$ cat src/sv/pm0_pkg.sv
// Package for the P-machine execution block: opcodes, sub-operation codes,
// status codes, the queue entry type shared by the front and back, and the divider request type.
// Depends on nothing.
package pm0_pkg;

	localparam logic [3:0] OP_LIT = 4'd1;
	localparam logic [3:0] OP_OPR = 4'd2;
	localparam logic [3:0] OP_LOD = 4'd3;
	localparam logic [3:0] OP_STO = 4'd4;
	localparam logic [3:0] OP_CAL = 4'd5;
	localparam logic [3:0] OP_INC = 4'd6;
	localparam logic [3:0] OP_JMP = 4'd7;
	localparam logic [3:0] OP_JPC = 4'd8;
	localparam logic [3:0] OP_SIO = 4'd9;

	localparam logic [3:0] OPR_RET = 4'd0;
	localparam logic [3:0] OPR_NEG = 4'd1;
	localparam logic [3:0] OPR_ADD = 4'd2;
	localparam logic [3:0] OPR_SUB = 4'd3;
	localparam logic [3:0] OPR_MUL = 4'd4;
	localparam logic [3:0] OPR_DIV = 4'd5;
	localparam logic [3:0] OPR_ODD = 4'd6;
	localparam logic [3:0] OPR_MOD = 4'd7;
	localparam logic [3:0] OPR_EQL = 4'd8;
	localparam logic [3:0] OPR_NEQ = 4'd9;
	localparam logic [3:0] OPR_LSS = 4'd10;
	localparam logic [3:0] OPR_LEQ = 4'd11;
	localparam logic [3:0] OPR_GTR = 4'd12;
	localparam logic [3:0] OPR_GEQ = 4'd13;

	localparam logic signed [31:0] SIO_PRINT = 32'sd0;
	localparam logic signed [31:0] SIO_READ  = 32'sd1;
	localparam logic signed [31:0] SIO_HALT  = 32'sd2;

	localparam logic [1:0] ST_OK    = 2'd0;
	localparam logic [1:0] ST_INV   = 2'd1;
	localparam logic [1:0] ST_DIVZ  = 2'd2;
	localparam logic [1:0] ST_RANGE = 2'd3;

	localparam logic [1:0] MD_MUL = 2'd0;
	localparam logic [1:0] MD_DIV = 2'd1;
	localparam logic [1:0] MD_MOD = 2'd2;

	typedef struct packed {
		logic [3:0]         op;
		logic [1:0]         level;
		logic signed [31:0] m;
		logic signed [31:0] iv;
		logic               bad;
		logic               tgt_ok;
	} entry_t;

	typedef struct packed {
		logic       start;
		logic [1:0] kind;
	} md_req_t;

endpackage

$ cat src/sv/pm0_if.sv
// Handshake interfaces for the instruction channel and the result channel.
// Depends on nothing.
interface pm0_in_if;
	logic               valid;
	logic               ready;
	logic [3:0]         op;
	logic [1:0]         level;
	logic signed [31:0] m_field;
	logic signed [31:0] in_value;
	modport source (output valid, op, level, m_field, in_value, input ready);
	modport sink (input valid, op, level, m_field, in_value, output ready);
endinterface


$ cat src/sv/pm0_front.sv
// Front end: accepts instruction items, checks opcode, sub-operation, level and
// jump target, and holds them in a two-entry queue. Depends on pm0_pkg, pm0_if.
module pm0_front #(
	parameter int CODE_DEPTH = 512,
	parameter int MAX_LEVELS = 3
) (
	input  logic            clk,
	input  logic            arst_n,
	pm0_in_if.sink          in_ch,
	input  logic            clearing,
	input  logic            pop,
	output logic            head_valid,
	output pm0_pkg::entry_t head
);
	import pm0_pkg::*;

	localparam logic [4:0] MaxL = 5'(MAX_LEVELS);
	localparam logic signed [31:0] CodeD = 32'(CODE_DEPTH);

	entry_t     q_q [2];
	logic       wr_q;
	logic       rd_q;
	logic [1:0] cnt_q;
	entry_t     cls;
	logic       push;
	logic       tgt_ok;
	logic       lvl_bad;
	logic       sub_bad;

	always_comb begin
		tgt_ok  = (in_ch.m_field >= 32'sd0) && (in_ch.m_field < CodeD);
		lvl_bad = {3'b000, in_ch.level} > MaxL;
		sub_bad = 1'b0;
		case (in_ch.op)
			OP_LIT, OP_INC, OP_JPC: sub_bad = 1'b0;
			OP_OPR: sub_bad = (in_ch.m_field < 32'sd0) || (in_ch.m_field > 32'sd13);
			OP_LOD, OP_STO: sub_bad = lvl_bad;
			OP_CAL: sub_bad = lvl_bad || !tgt_ok;
			OP_JMP: sub_bad = !tgt_ok;
			OP_SIO: sub_bad = (in_ch.m_field < SIO_PRINT) || (in_ch.m_field > SIO_HALT);
			default: sub_bad = 1'b1;
		endcase
		cls.op     = in_ch.op;
		cls.level  = in_ch.level;
		cls.m      = in_ch.m_field;
		cls.iv     = in_ch.in_value;
		cls.bad    = sub_bad;
		cls.tgt_ok = tgt_ok;
	end

	assign in_ch.ready = !clearing && (cnt_q != 2'd2);
	assign push        = in_ch.valid && in_ch.ready;
	assign head_valid  = cnt_q != 2'd0;
	assign head        = q_q[rd_q];

	always_ff @(posedge clk) begin
		if (push) begin
			q_q[wr_q] <= cls;
		end
	end

	always_ff @(posedge clk or negedge arst_n) begin
		if (!arst_n) begin
			wr_q  <= 1'b0;
			rd_q  <= 1'b0;
			cnt_q <= 2'd0;
		end else begin
			if (push) begin
				wr_q <= !wr_q;
			end
			if (pop) begin
				rd_q <= !rd_q;
			end
			cnt_q <= cnt_q + 2'(push) - 2'(pop);
		end
	end
endmodule

$ cat src/flat_wrapper.sv
// flat-port wrapper written by rule: the top's interface ports become plain ports
module pm0_front_flat import pm0_pkg::*;
#(
	parameter int CODE_DEPTH = 512,
	parameter int MAX_LEVELS = 3
)
  (clk, arst_n, clearing, pop, head_valid, head, in_ch_valid, in_ch_op, in_ch_level, in_ch_m_field, in_ch_in_value, in_ch_ready);
  pm0_in_if in_ch_i ();
  input  logic clk;
  input  logic arst_n;
  input  logic clearing;
  input  logic pop;
  output logic head_valid;
  output pm0_pkg::entry_t head;
  input wire logic [$bits(in_ch_i.valid)-1:0] in_ch_valid;
  input wire logic [$bits(in_ch_i.op)-1:0] in_ch_op;
  input wire logic [$bits(in_ch_i.level)-1:0] in_ch_level;
  input wire logic [$bits(in_ch_i.m_field)-1:0] in_ch_m_field;
  input wire logic [$bits(in_ch_i.in_value)-1:0] in_ch_in_value;
  output wire logic [$bits(in_ch_i.ready)-1:0] in_ch_ready;
  assign in_ch_i.valid = in_ch_valid;
  assign in_ch_i.op = in_ch_op;
  assign in_ch_i.level = in_ch_level;
  assign in_ch_i.m_field = in_ch_m_field;
  assign in_ch_i.in_value = in_ch_in_value;
  assign in_ch_ready = in_ch_i.ready;
  pm0_front #(.CODE_DEPTH(CODE_DEPTH), .MAX_LEVELS(MAX_LEVELS)) u_core (.clk(clk), .arst_n(arst_n), .in_ch(in_ch_i), .clearing(clearing), .pop(pop), .head_valid(head_valid), .head(head));
endmodule
$ cat config.mk
export PLATFORM = sky130hd
export DESIGN_NAME = pm0_front_flat
export DESIGN_NICKNAME = d
export VERILOG_FILES = /design/src/sv/pm0_pkg.sv /design/src/sv/pm0_if.sv /design/src/sv/pm0_front.sv /design/src/flat_wrapper.sv
export SDC_FILE = /design/constraint.sdc
export NUM_CORES = 1
export LEC_CHECK = 0
export BUFFER_PORTS_ARGS = -buffer_cell sky130_fd_sc_hd__buf_2
export CAP_MARGIN = 10
export CORE_MARGIN = 5
export CORE_UTILIZATION = 50
export DETAILED_ROUTE_END_ITERATION = 10
export HOLD_SLACK_MARGIN = 0.1
export PLACE_DENSITY = 0.83
export SLEW_MARGIN = 40
export SYNTH_ARGS = -nofsm -noshare
export SYNTH_HDL_FRONTEND = slang
export SYNTH_SLANG_ARGS = --single-unit
$ cat constraint.sdc
create_clock -name clk -period 10.2 [get_ports clk]
set_input_delay 2.04 -clock clk [delete_from_list [all_inputs] [get_ports clk]]
set_output_delay 2.04 -clock clk [all_outputs]
set_load 0.05 [all_outputs]
Yosys cells after proc, flatten, opt, wreduce, memory -nomap -nowiden
Memory sizes are Yosys's and may differ from the RTL's. Index checks and enable logic that the tools add are counted.

Memories kept: 1. Word-level logic and storage cells: 36. Input port bits: 75. Register bits: 4. Bits in writable memories: 144. Output and inout port bits: 74.

Memory list: u_core.q_q (depth 2, bits a word 72, read ports 1, clocked after memory_dff 0, wr ports 1, RTL line pm0_front.sv:20) `entry_t q_q [2];`.

Add/subtract/negate cells: 2. Equality and inequality tests: 10. Reductions and logical operators: 12. Magnitude comparators: 5. Multiplexer cells: 3.

Operators with widths (count): $ge A32 B1 Y1 const B (1); $gt A32 B3 Y1 const B (1); $gt A32 B5 Y1 const B (1); $lt A32 B1 Y1 const B (1); $lt A32 B11 Y1 const B (1); $eq A4 B3 Y1 const B (4); $eq A4 B2 Y1 const B (2); $eq A4 B4 Y1 const B (2); $reduce_or A5 Y1 (1); $eq A4 B1 Y1 const B (1); $logic_not A1 Y1 (4); $pmux W1 S4 (1); $logic_and A1 B1 Y1 (3); $add A2 B1 Y2 (1); $logic_or A1 B1 Y1 (2); $mux W1 (2); $ne A2 B2 Y1 const B (1); $reduce_bool A2 Y1 (1); $reduce_or A2 Y1 (1); $sub A2 B1 Y2 (1).

Depth between registers and ports, before layout
Gate-level depths: netlist (run 1).

Depth after elaboration: 5. Gate-level depth with buffers: 7.

Worst setup path before layout (run 1)
No wires, ideal clock.

Path type: input to register. From: input clearing. To: memory u_core.q_q[0][0] (netlist name), enable pin. Arrival time: 6.169 ns. Stages on the path: 3. Data required time: 9.697 ns. Slack: 3.528 ns. Library setup time: 0.503 ns. Path buffers: 0. Path through: a21oi_1 -> nand2_1 -> nor2_1.

Word-level cells in the longest chain between the ends: 5.

RTL lines: start, declared (RTL line flat_wrapper.sv:11) `input logic clearing;`; $logic_not A1 Y1 (RTL line pm0_front.sv:51) `assign in_ch.ready = !clearing && (cnt_q != 2'd2);`; $logic_and A1 B1 Y1 (RTL line pm0_front.sv:51); $logic_and A1 B1 Y1 (RTL line pm0_front.sv:52) `assign push = in_ch.valid && in_ch.ready;`; $mux W1 (RTL line pm0_front.sv:57) `if (push) begin`; $mux W1 (implied by the code) (RTL line pm0_front.sv:58) `q_q[wr_q] <= cls;`; end, declared (RTL line pm0_front.sv:20).

No other way between the ends.

Worst setup path in the final report (run 1)
From: input clearing. To: output in_ch_ready.

Word-level cells in the longest chain between the ends: 2.

RTL lines: $logic_not A1 Y1 (RTL line pm0_front.sv:51); $logic_and A1 B1 Y1 (RTL line pm0_front.sv:51); end, declared (RTL line flat_wrapper.sv:20) `output wire logic [$bits(in_ch_i.ready)-1:0] in_ch_ready;`.

No other way between the ends.

==> results of run 1 <==
-- per-layer routing --
metal / vias up / part of all wire, % / routed length [um]
li1: 1399 / - / -
met1: 1460 / 40 / 4218
met2: 95 / 52 / 5517
met3: 14 / 6.3 / 660
met4: 0 / 1.1 / 119
met5: - / 0 / 0
-- cells in the mapped netlist (2+ instances only) --
| cell | instances | share of area [%] |
|---|---|---|
| edfxtp_1 | 144 | 78 |
| nand4_1 | 2 | 0.23 |
| mux2_2 | 72 | 15 |
| buf_2 | 8 | 0.72 |
| dfrtp_1 | 4 | 1.8 |
| nor4_1 | 7 | 0.79 |
| ha_1 | 2 | 0.45 |
| nor2_1 | 2 | 0.14 |
| inv_1 | 4 | 0.27 |
| xnor2_1 | 3 | 0.47 |
| nand2_1 | 5 | 0.34 |
-- power groups by stage --
stage	registers, W	logic, W	clock network (W)
CTS	0.000807	0.000770	0.000664
global route	0.000813	0.000796	0.000699
global placement	0.000845	0.000719	0
finish	0.000805	0.000759	0.000651
detailed placement	0.000819	0.000767	0
floorplan	0.000788	0.000626	0
-- stage by stage --
step | power (W) | cells
after global routing | 0.002309 | 583
after floorplan | 0.001415 | 269
final | 0.002216 | 583
after global placement | 0.001564 | 550
after CTS | 0.002241 | 583
after detailed placement | 0.001586 | 552
-- registers in the layout (all words and copies together), names as in the netlist --
| name | count |
|---|---|
| u_core.q_q | 144 |
| u_core.cnt_q | 2 |
| u_core.rd_q | 1 |
| u_core.wr_q | 1 |
-- cell type report --
type / count / area, um2 / share of cell area [%]
clock buffer: 18 / 417.9 / 5.885
clock inverter: 13 / 206.4 / 2.907
inverter: 4 / 15.01 / 0.2115
multi-input combinational: 109 / 1066 / 15.01
sequential: 148 / 4428 / 62.36
tap: 140 / 175.2 / 2.467
timing repair buffer: 151 / 792.0 / 11.15
-- worst max-delay path by stage --
stage | end | slack [ps]
floorplan | u_core.q_q[0][0] | 3530
global placement | in_ch_ready | 5550
detailed placement | in_ch_ready | 5510
CTS | in_ch_ready | 5500
global route | in_ch_ready | 5460
finish | in_ch_ready | 5510
-- kinds of logic after synthesis --
group / Yosys count / synth area share, %
compound gates: 6 / 0.7237
xor+xnor: 4 / 0.6333
fa+ha+maj: 2 / 0.4522
buf+inv: 12 / 0.9950
flops: 148 / 79.96
mux: 72 / 14.65
simple gates: 25 / 2.578
-- critical path, cell delays in order --
cell,delay (ps)
buf_2,100
a21oi_1,200
buf_2,310
==> results.py, run 1 <==
metrics = {
    "routing": {
        "ant_nets": 0,
        "drtIter0Drc": 158,
        "drc": 0,
        "wl_per_cell_um": 18.04,
        "dr.pass1.iters": 4,
        "wirelength_um": 10520,
        "num_vias": 2968,
        "via_per_inst": 5.091,
    },
    "critical_path": {
        "cp-end-kind": "output pin",
        "r2r-end": "u_core.q_q[0][5]",
        "rrSetupSlack_ps": 8300,
        "worstSetupPathType": "in -> out",
        "crit_required_ps": 8160,
        "cp-start-kind": "primary input",
        "crit_path_start": "clearing",
        "worst-path-max-fanout": 3,
        "reg2regPathDepth": 5,
        "worstPathArrival_ps": 2650,
        "rr_startpoint": "u_core.cnt_q[0]",
    },
    "run_status": {
        "status": "complete, no violations",
    },
    "pwr": {
        "internal_power_w": 0.001400,
        "p_sw_w": 0.0008162,
        "ir_drop_uv": 334.2,
        "power.leakage_nw": 2.642,
        "p_clk_share_pct": 29.4,
        "p_per_area_mw_per_mm2": 312.1,
        "switching_share_pct": 36.83,
        "power.share.combinational_pct": 34.3,
        "p_seq_share_pct": 36.3,
    },
    "timing": {
        "finalHoldViolCount": 0,
        "finalClockSkew_ps": 3.869,
        "period_needed_ps": 4690,
        "timing.final.crit_share_pct": 45.98,
        "grt_setup_unrepaired": "false",
        "timing.fmax_mhz": 213.2,
        "setup_viol": 0,
        "holdWs_ps": 571.8,
        "timing.final.ws_setup_ps": 5510,
        "slew_viol_final": 0,
        "maxSlewHeadroom_pct": 53.49,
        "worst_pin_slew_ps": 697.7,
        "tns_ps": 0,
    },
    "layout": {
        "design_area_mm2": 0.007101,
        "fin_util_pct": 65.50,
        "fillers": 751,
        "layout_common_cells": "buf_2, edfxtp_1, mux2_2",
        "drive_above_1_share_pct": 57.56,
        "area_growth_pct": 28.34,
        "n_antenna_cell": 0,
        "final_common_cell": "buf_2",
        "fin_nets": 508,
    },
    "global_routing": {
        "grt_max_degree": 73,
        "grt_util_met3_pct": 5.579,
        "met1_usage_pct": 19.74,
        "grt_pass1_vias": 3334,
        "grt_antenna_before_repair": 0,
        "grt_use_total_pct": 16.52,
        "top_usage_layer": "met2",
        "grt_overflow_total": 0,
        "use_met2_pct": 28.13,
        "grt_first_pass_wirelength_um": 16590,
    },
    "place": {
        "dpl.hpwl_um": 7051,
        "gp_congestion": 0.7370,
        "port_buffers": 148,
        "dpl_cell_area_mm2": 0.006476,
        "dp_slack_ps": 5505,
    },
    "min_path": {
        "hold_class": "reg -> reg",
        "hold_path_end": "u_core.wr_q",
        "min_from": "u_core.wr_q",
        "hold_depth": 1,
    },
    "synth": {
        "synthArstFlopShare_pct": 2.703,
        "synth_seq_cells": 148,
        "synth-seq-area-share_pct": 79.96,
        "synth_nets": 346,
        "synth_area_per_cell_um2": 20.57,
        "synth_edf_count": 144,
        "synth_cell_types": 27,
        "synth_area_mm2": 0.005533,
        "synth_warnings": 0,
        "syn_inst": 269,
        "synth-main-ff-cell": "edfxtp_1",
    },
    "floorplan": {
        "initial_core_util_pct": 51.04,
        "num_rows": 38,
        "die_h_um": 115.2,
        "die_w_um": 115.2,
        "io_pins": 149,
        "core_mm2": 0.01084,
        "die_area_mm2": 0.01327,
    },
    "clock_tree": {
        "clock-sinks": 148,
        "post_cts_buffers": 0,
        "cts_buffer_depth": 2,
        "numCtsBuffers": 17,
        "h-tree-depth": 4,
        "ctsResizeCount": 0,
        "worstSkewPairLatency_ps": 500,
        "cts-root-buf": "clkbuf_8",
        "hold_buffers": 0,
        "path_clk_slew_ps": 60,
        "cts_tree": "built",
    },
    "job": {
        "maxCapViolCount": 0,
    },
}
No activity file was read; power rests on OpenSTA's default activity.
==> run 2, diff against run 1 <==
--- a/config.mk
+++ b/config.mk
@@ -5,13 +5,14 @@
 export SDC_FILE = /design/constraint.sdc
 export NUM_CORES = 1
 export LEC_CHECK = 0
+export ABC_AREA = 1
 export BUFFER_PORTS_ARGS = -buffer_cell sky130_fd_sc_hd__buf_2
 export CAP_MARGIN = 10
 export CORE_MARGIN = 5
-export CORE_UTILIZATION = 50
+export CORE_UTILIZATION = 48
 export DETAILED_ROUTE_END_ITERATION = 10
 export HOLD_SLACK_MARGIN = 0.1
-export PLACE_DENSITY = 0.83
+export PLACE_DENSITY = 0.82
 export SLEW_MARGIN = 40
 export SYNTH_ARGS = -nofsm -noshare
 export SYNTH_HDL_FRONTEND = slang
==> constraint.sdc (replaced) <==
create_clock -name clk -period 4 [get_ports clk]
set_input_delay 0.8 -clock clk [delete_from_list [all_inputs] [get_ports clk]]
set_output_delay 0.8 -clock clk [all_outputs]
set_load 0.05 [all_outputs]
==> run 2 against run 1 <==
Sequential cell count is the same. Register-to-register slack lost 6100 ps. Critical endpoint is now head[5]. Sequential power grew to 2.6 times the previous value. Combinational power grew to 2.8 times the previous value.
==> results.py, run 2 <==
metrics = {
    "timing": {
        "period_needed_ps": 3014,
        "grt_setup_unrepaired": "false",
        "setup_viol": 0,
        "maxSlewHeadroom_pct": 58.15,
        "finalHoldViolCount": 0,
        "finalClockSkew_ps": 7.181,
        "timing.fmax_mhz": 331.8,
        "worst_pin_slew_ps": 627.7,
        "timing.final.ws_setup_ps": 986.2,
        "slew_viol_final": 0,
        "holdWs_ps": 187.5,
        "timing.final.crit_share_pct": 75.34,
    },
    "synth": {
        "synth_area_per_cell_um2": 19.91,
        "synth-seq-area-share_pct": 74.05,
        "synth_area_mm2": 0.005974,
        "synth.largest_area_cell": "edfxtp_1",
        "synth.most_common_cell": "edfxtp_1",
        "syn_inst": 300,
        "synth_edf_count": 144,
        "synth_seq_cells": 148,
        "synth-main-ff-cell": "edfxtp_1",
        "synth_warnings": 0,
        "synthTopCellsByCount": "edfxtp_1, mux2_4, nor2_1, nand2_1, inv_1",
        "synth_cell_types": 19,
        "synthArstFlopShare_pct": 2.703,
        "synth_nets": 377,
        "ys_top_cells_by_area": "edfxtp_1, mux2_4, buf_12",
        "synth_top_area_share_pct": 72.38,
    },
    "critical_path": {
        "worstPathArrival_ps": 2210,
        "worstSetupPathType": "reg -> out",
        "worst-path-max-fanout": 41,
        "cp-end-kind": "output pin",
        "crit_required_ps": 3200,
        "cp-start-kind": "register",
    },
    "routing": {
        "wirelength_um": 10690,
        "ant_nets": 0,
        "dr.pass1.iters": 4,
        "wl_per_cell_um": 16.60,
        "drtIter0Drc": 147,
        "num_vias": 3124,
        "via_per_inst": 4.851,
        "drc": 0,
    },
    "floorplan": {
        "io_pins": 149,
        "die_area_mm2": 0.01478,
        "die_w_um": 121.6,
        "num_rows": 40,
        "die_h_um": 121.6,
        "initial_core_util_pct": 49.33,
        "core_mm2": 0.01211,
    },
    "clock_tree": {
        "clock-sinks": 148,
        "path_clk_slew_ps": 60,
        "numCtsBuffers": 17,
        "ctsResizeCount": 0,
        "h-tree-depth": 4,
        "cts-root-buf": "clkbuf_16",
        "hold_buffers": 0,
        "cts_tree": "built",
        "cts_buffer_depth": 2,
        "post_cts_buffers": 0,
        "worstSkewPairLatency_ps": 410,
    },
    "place": {
        "dp_slack_ps": 1394,
        "gp_congestion": 0.7650,
        "dpl.hpwl_um": 7566,
        "port_buffers": 148,
    },
    "pwr": {
        "p_per_area_mw_per_mm2": 791.3,
        "ir_drop_uv": 541.5,
        "total_power_w": 0.005923,
        "power.leakage_nw": 3.055,
    },
    "global_routing": {
        "grt_first_pass_wirelength_um": 16880,
        "grt_use_total_pct": 15.10,
        "grt_overflow_total": 0,
        "grt_antenna_before_repair": 1,
        "grt_pass1_vias": 3333,
        "grt_max_degree": 42,
    },
    "layout": {
        "fillers": 922,
        "multi_input_area_mm2": 0.001380,
        "drive_above_1_share_pct": 53.57,
        "fin_nets": 541,
        "largestRegisters": "u_core.q_q (144), u_core.cnt_q (2)",
        "largest_register": "u_core.q_q",
        "largest_reg_flops": 144,
        "layout_common_cells": "buf_2, edfxtp_1, mux2_4",
        "regArea_mm2": 0.004428,
        "n_antenna_cell": 0,
        "final_common_cell": "buf_2",
        "area_growth_pct": 25.28,
    },
    "job": {
        "maxCapViolCount": 0,
    },
    "min_path": {
        "hold_class": "in -> async",
    },
    "run_status": {
        "status": "complete, no violations",
    },
}
[run 2: cell count changes in the layout (fill, tap and decap cells not counted), moves of 4 or more]
cell     previous run  this run
buf_4               0         4
mux2_4              0        69
nor4_1              7         0
mux2_2             72         3
inv_1               4         9
nand2_1             5        21
nor2_1              1        24
[run 2: power breakdown]
group	internal, W	switching, W
logic	0.000724	0.00141
registers	0.00194	0.000144
clock network	0.00115	0.000553
total	0.00381	0.00211
[run 2: final timing paths]
path / startpoint / to / slack, ps / cells past startpoint
max in group asynchronous: arst_n / u_core.rd_q / 3670 / 1
min reg2reg: u_core.cnt_q[1] / u_core.cnt_q[1] / 630 / 2
max reg2reg: u_core.cnt_q[1] / u_core.q_q[1][8] / 2180 / 4
min in group clk: in_ch_in_value[29] / u_core.q_q[1][31] / 580 / 1
min: arst_n / u_core.cnt_q[1] / 190 / 1
max: u_core.rd_q / head[5] / 990 / 3
[run 2: worst max-delay path, cell delays in order (launching register included)]
cell and delay (ps):
dfrtp_4 840, buf_12 350, mux2_4 340, buf_2 210
[run 2: metrics by stage]
step | setup TNS [ps] | utilization (%) | cells | cell area (um2)
after floorplan | -39240 | - | 300 | 5979
after global placement | 0 | 56.50 | 613 | 6843
after detailed placement | 0 | 56.50 | 613 | 6843
after CTS | 0 | 61.80 | 644 | 7485
after global routing | 0 | 61.80 | 644 | 7485
final | 0 | 61.80 | 644 | 7485
[run 2: cell families (layout without fill, tap and decap cells)]
group	Yosys count	after routing	synth area share, %
buf+inv	17	193	3.099
compound gates	3	3	0.2512
simple gates	54	54	3.686
fa+ha+maj	2	2	0.4188
flops	148	148	74.05
xor+xnor	4	4	0.5865
mux	72	72	17.91
[run 2: metal layers]
metal	wire length [um]	GRT usage [%]	up-vias
li1	-	-	1461
met1	4150	17.30	1530
met2	5537	25.60	111
met3	829	6.035	20
met4	159	5.602	2
met5	11	0	-
[run 2: layout make-up]
| class | count | area share (%) |
|---|---|---|
| timing repair buffer | 153 | 10.57 |
| multi-input combinational | 135 | 18.44 |
| tap | 168 | 2.808 |
| inverter | 9 | 0.4514 |
| clock inverter | 13 | 2.842 |
| sequential | 148 | 59.16 |
| clock buffer | 18 | 5.734 |
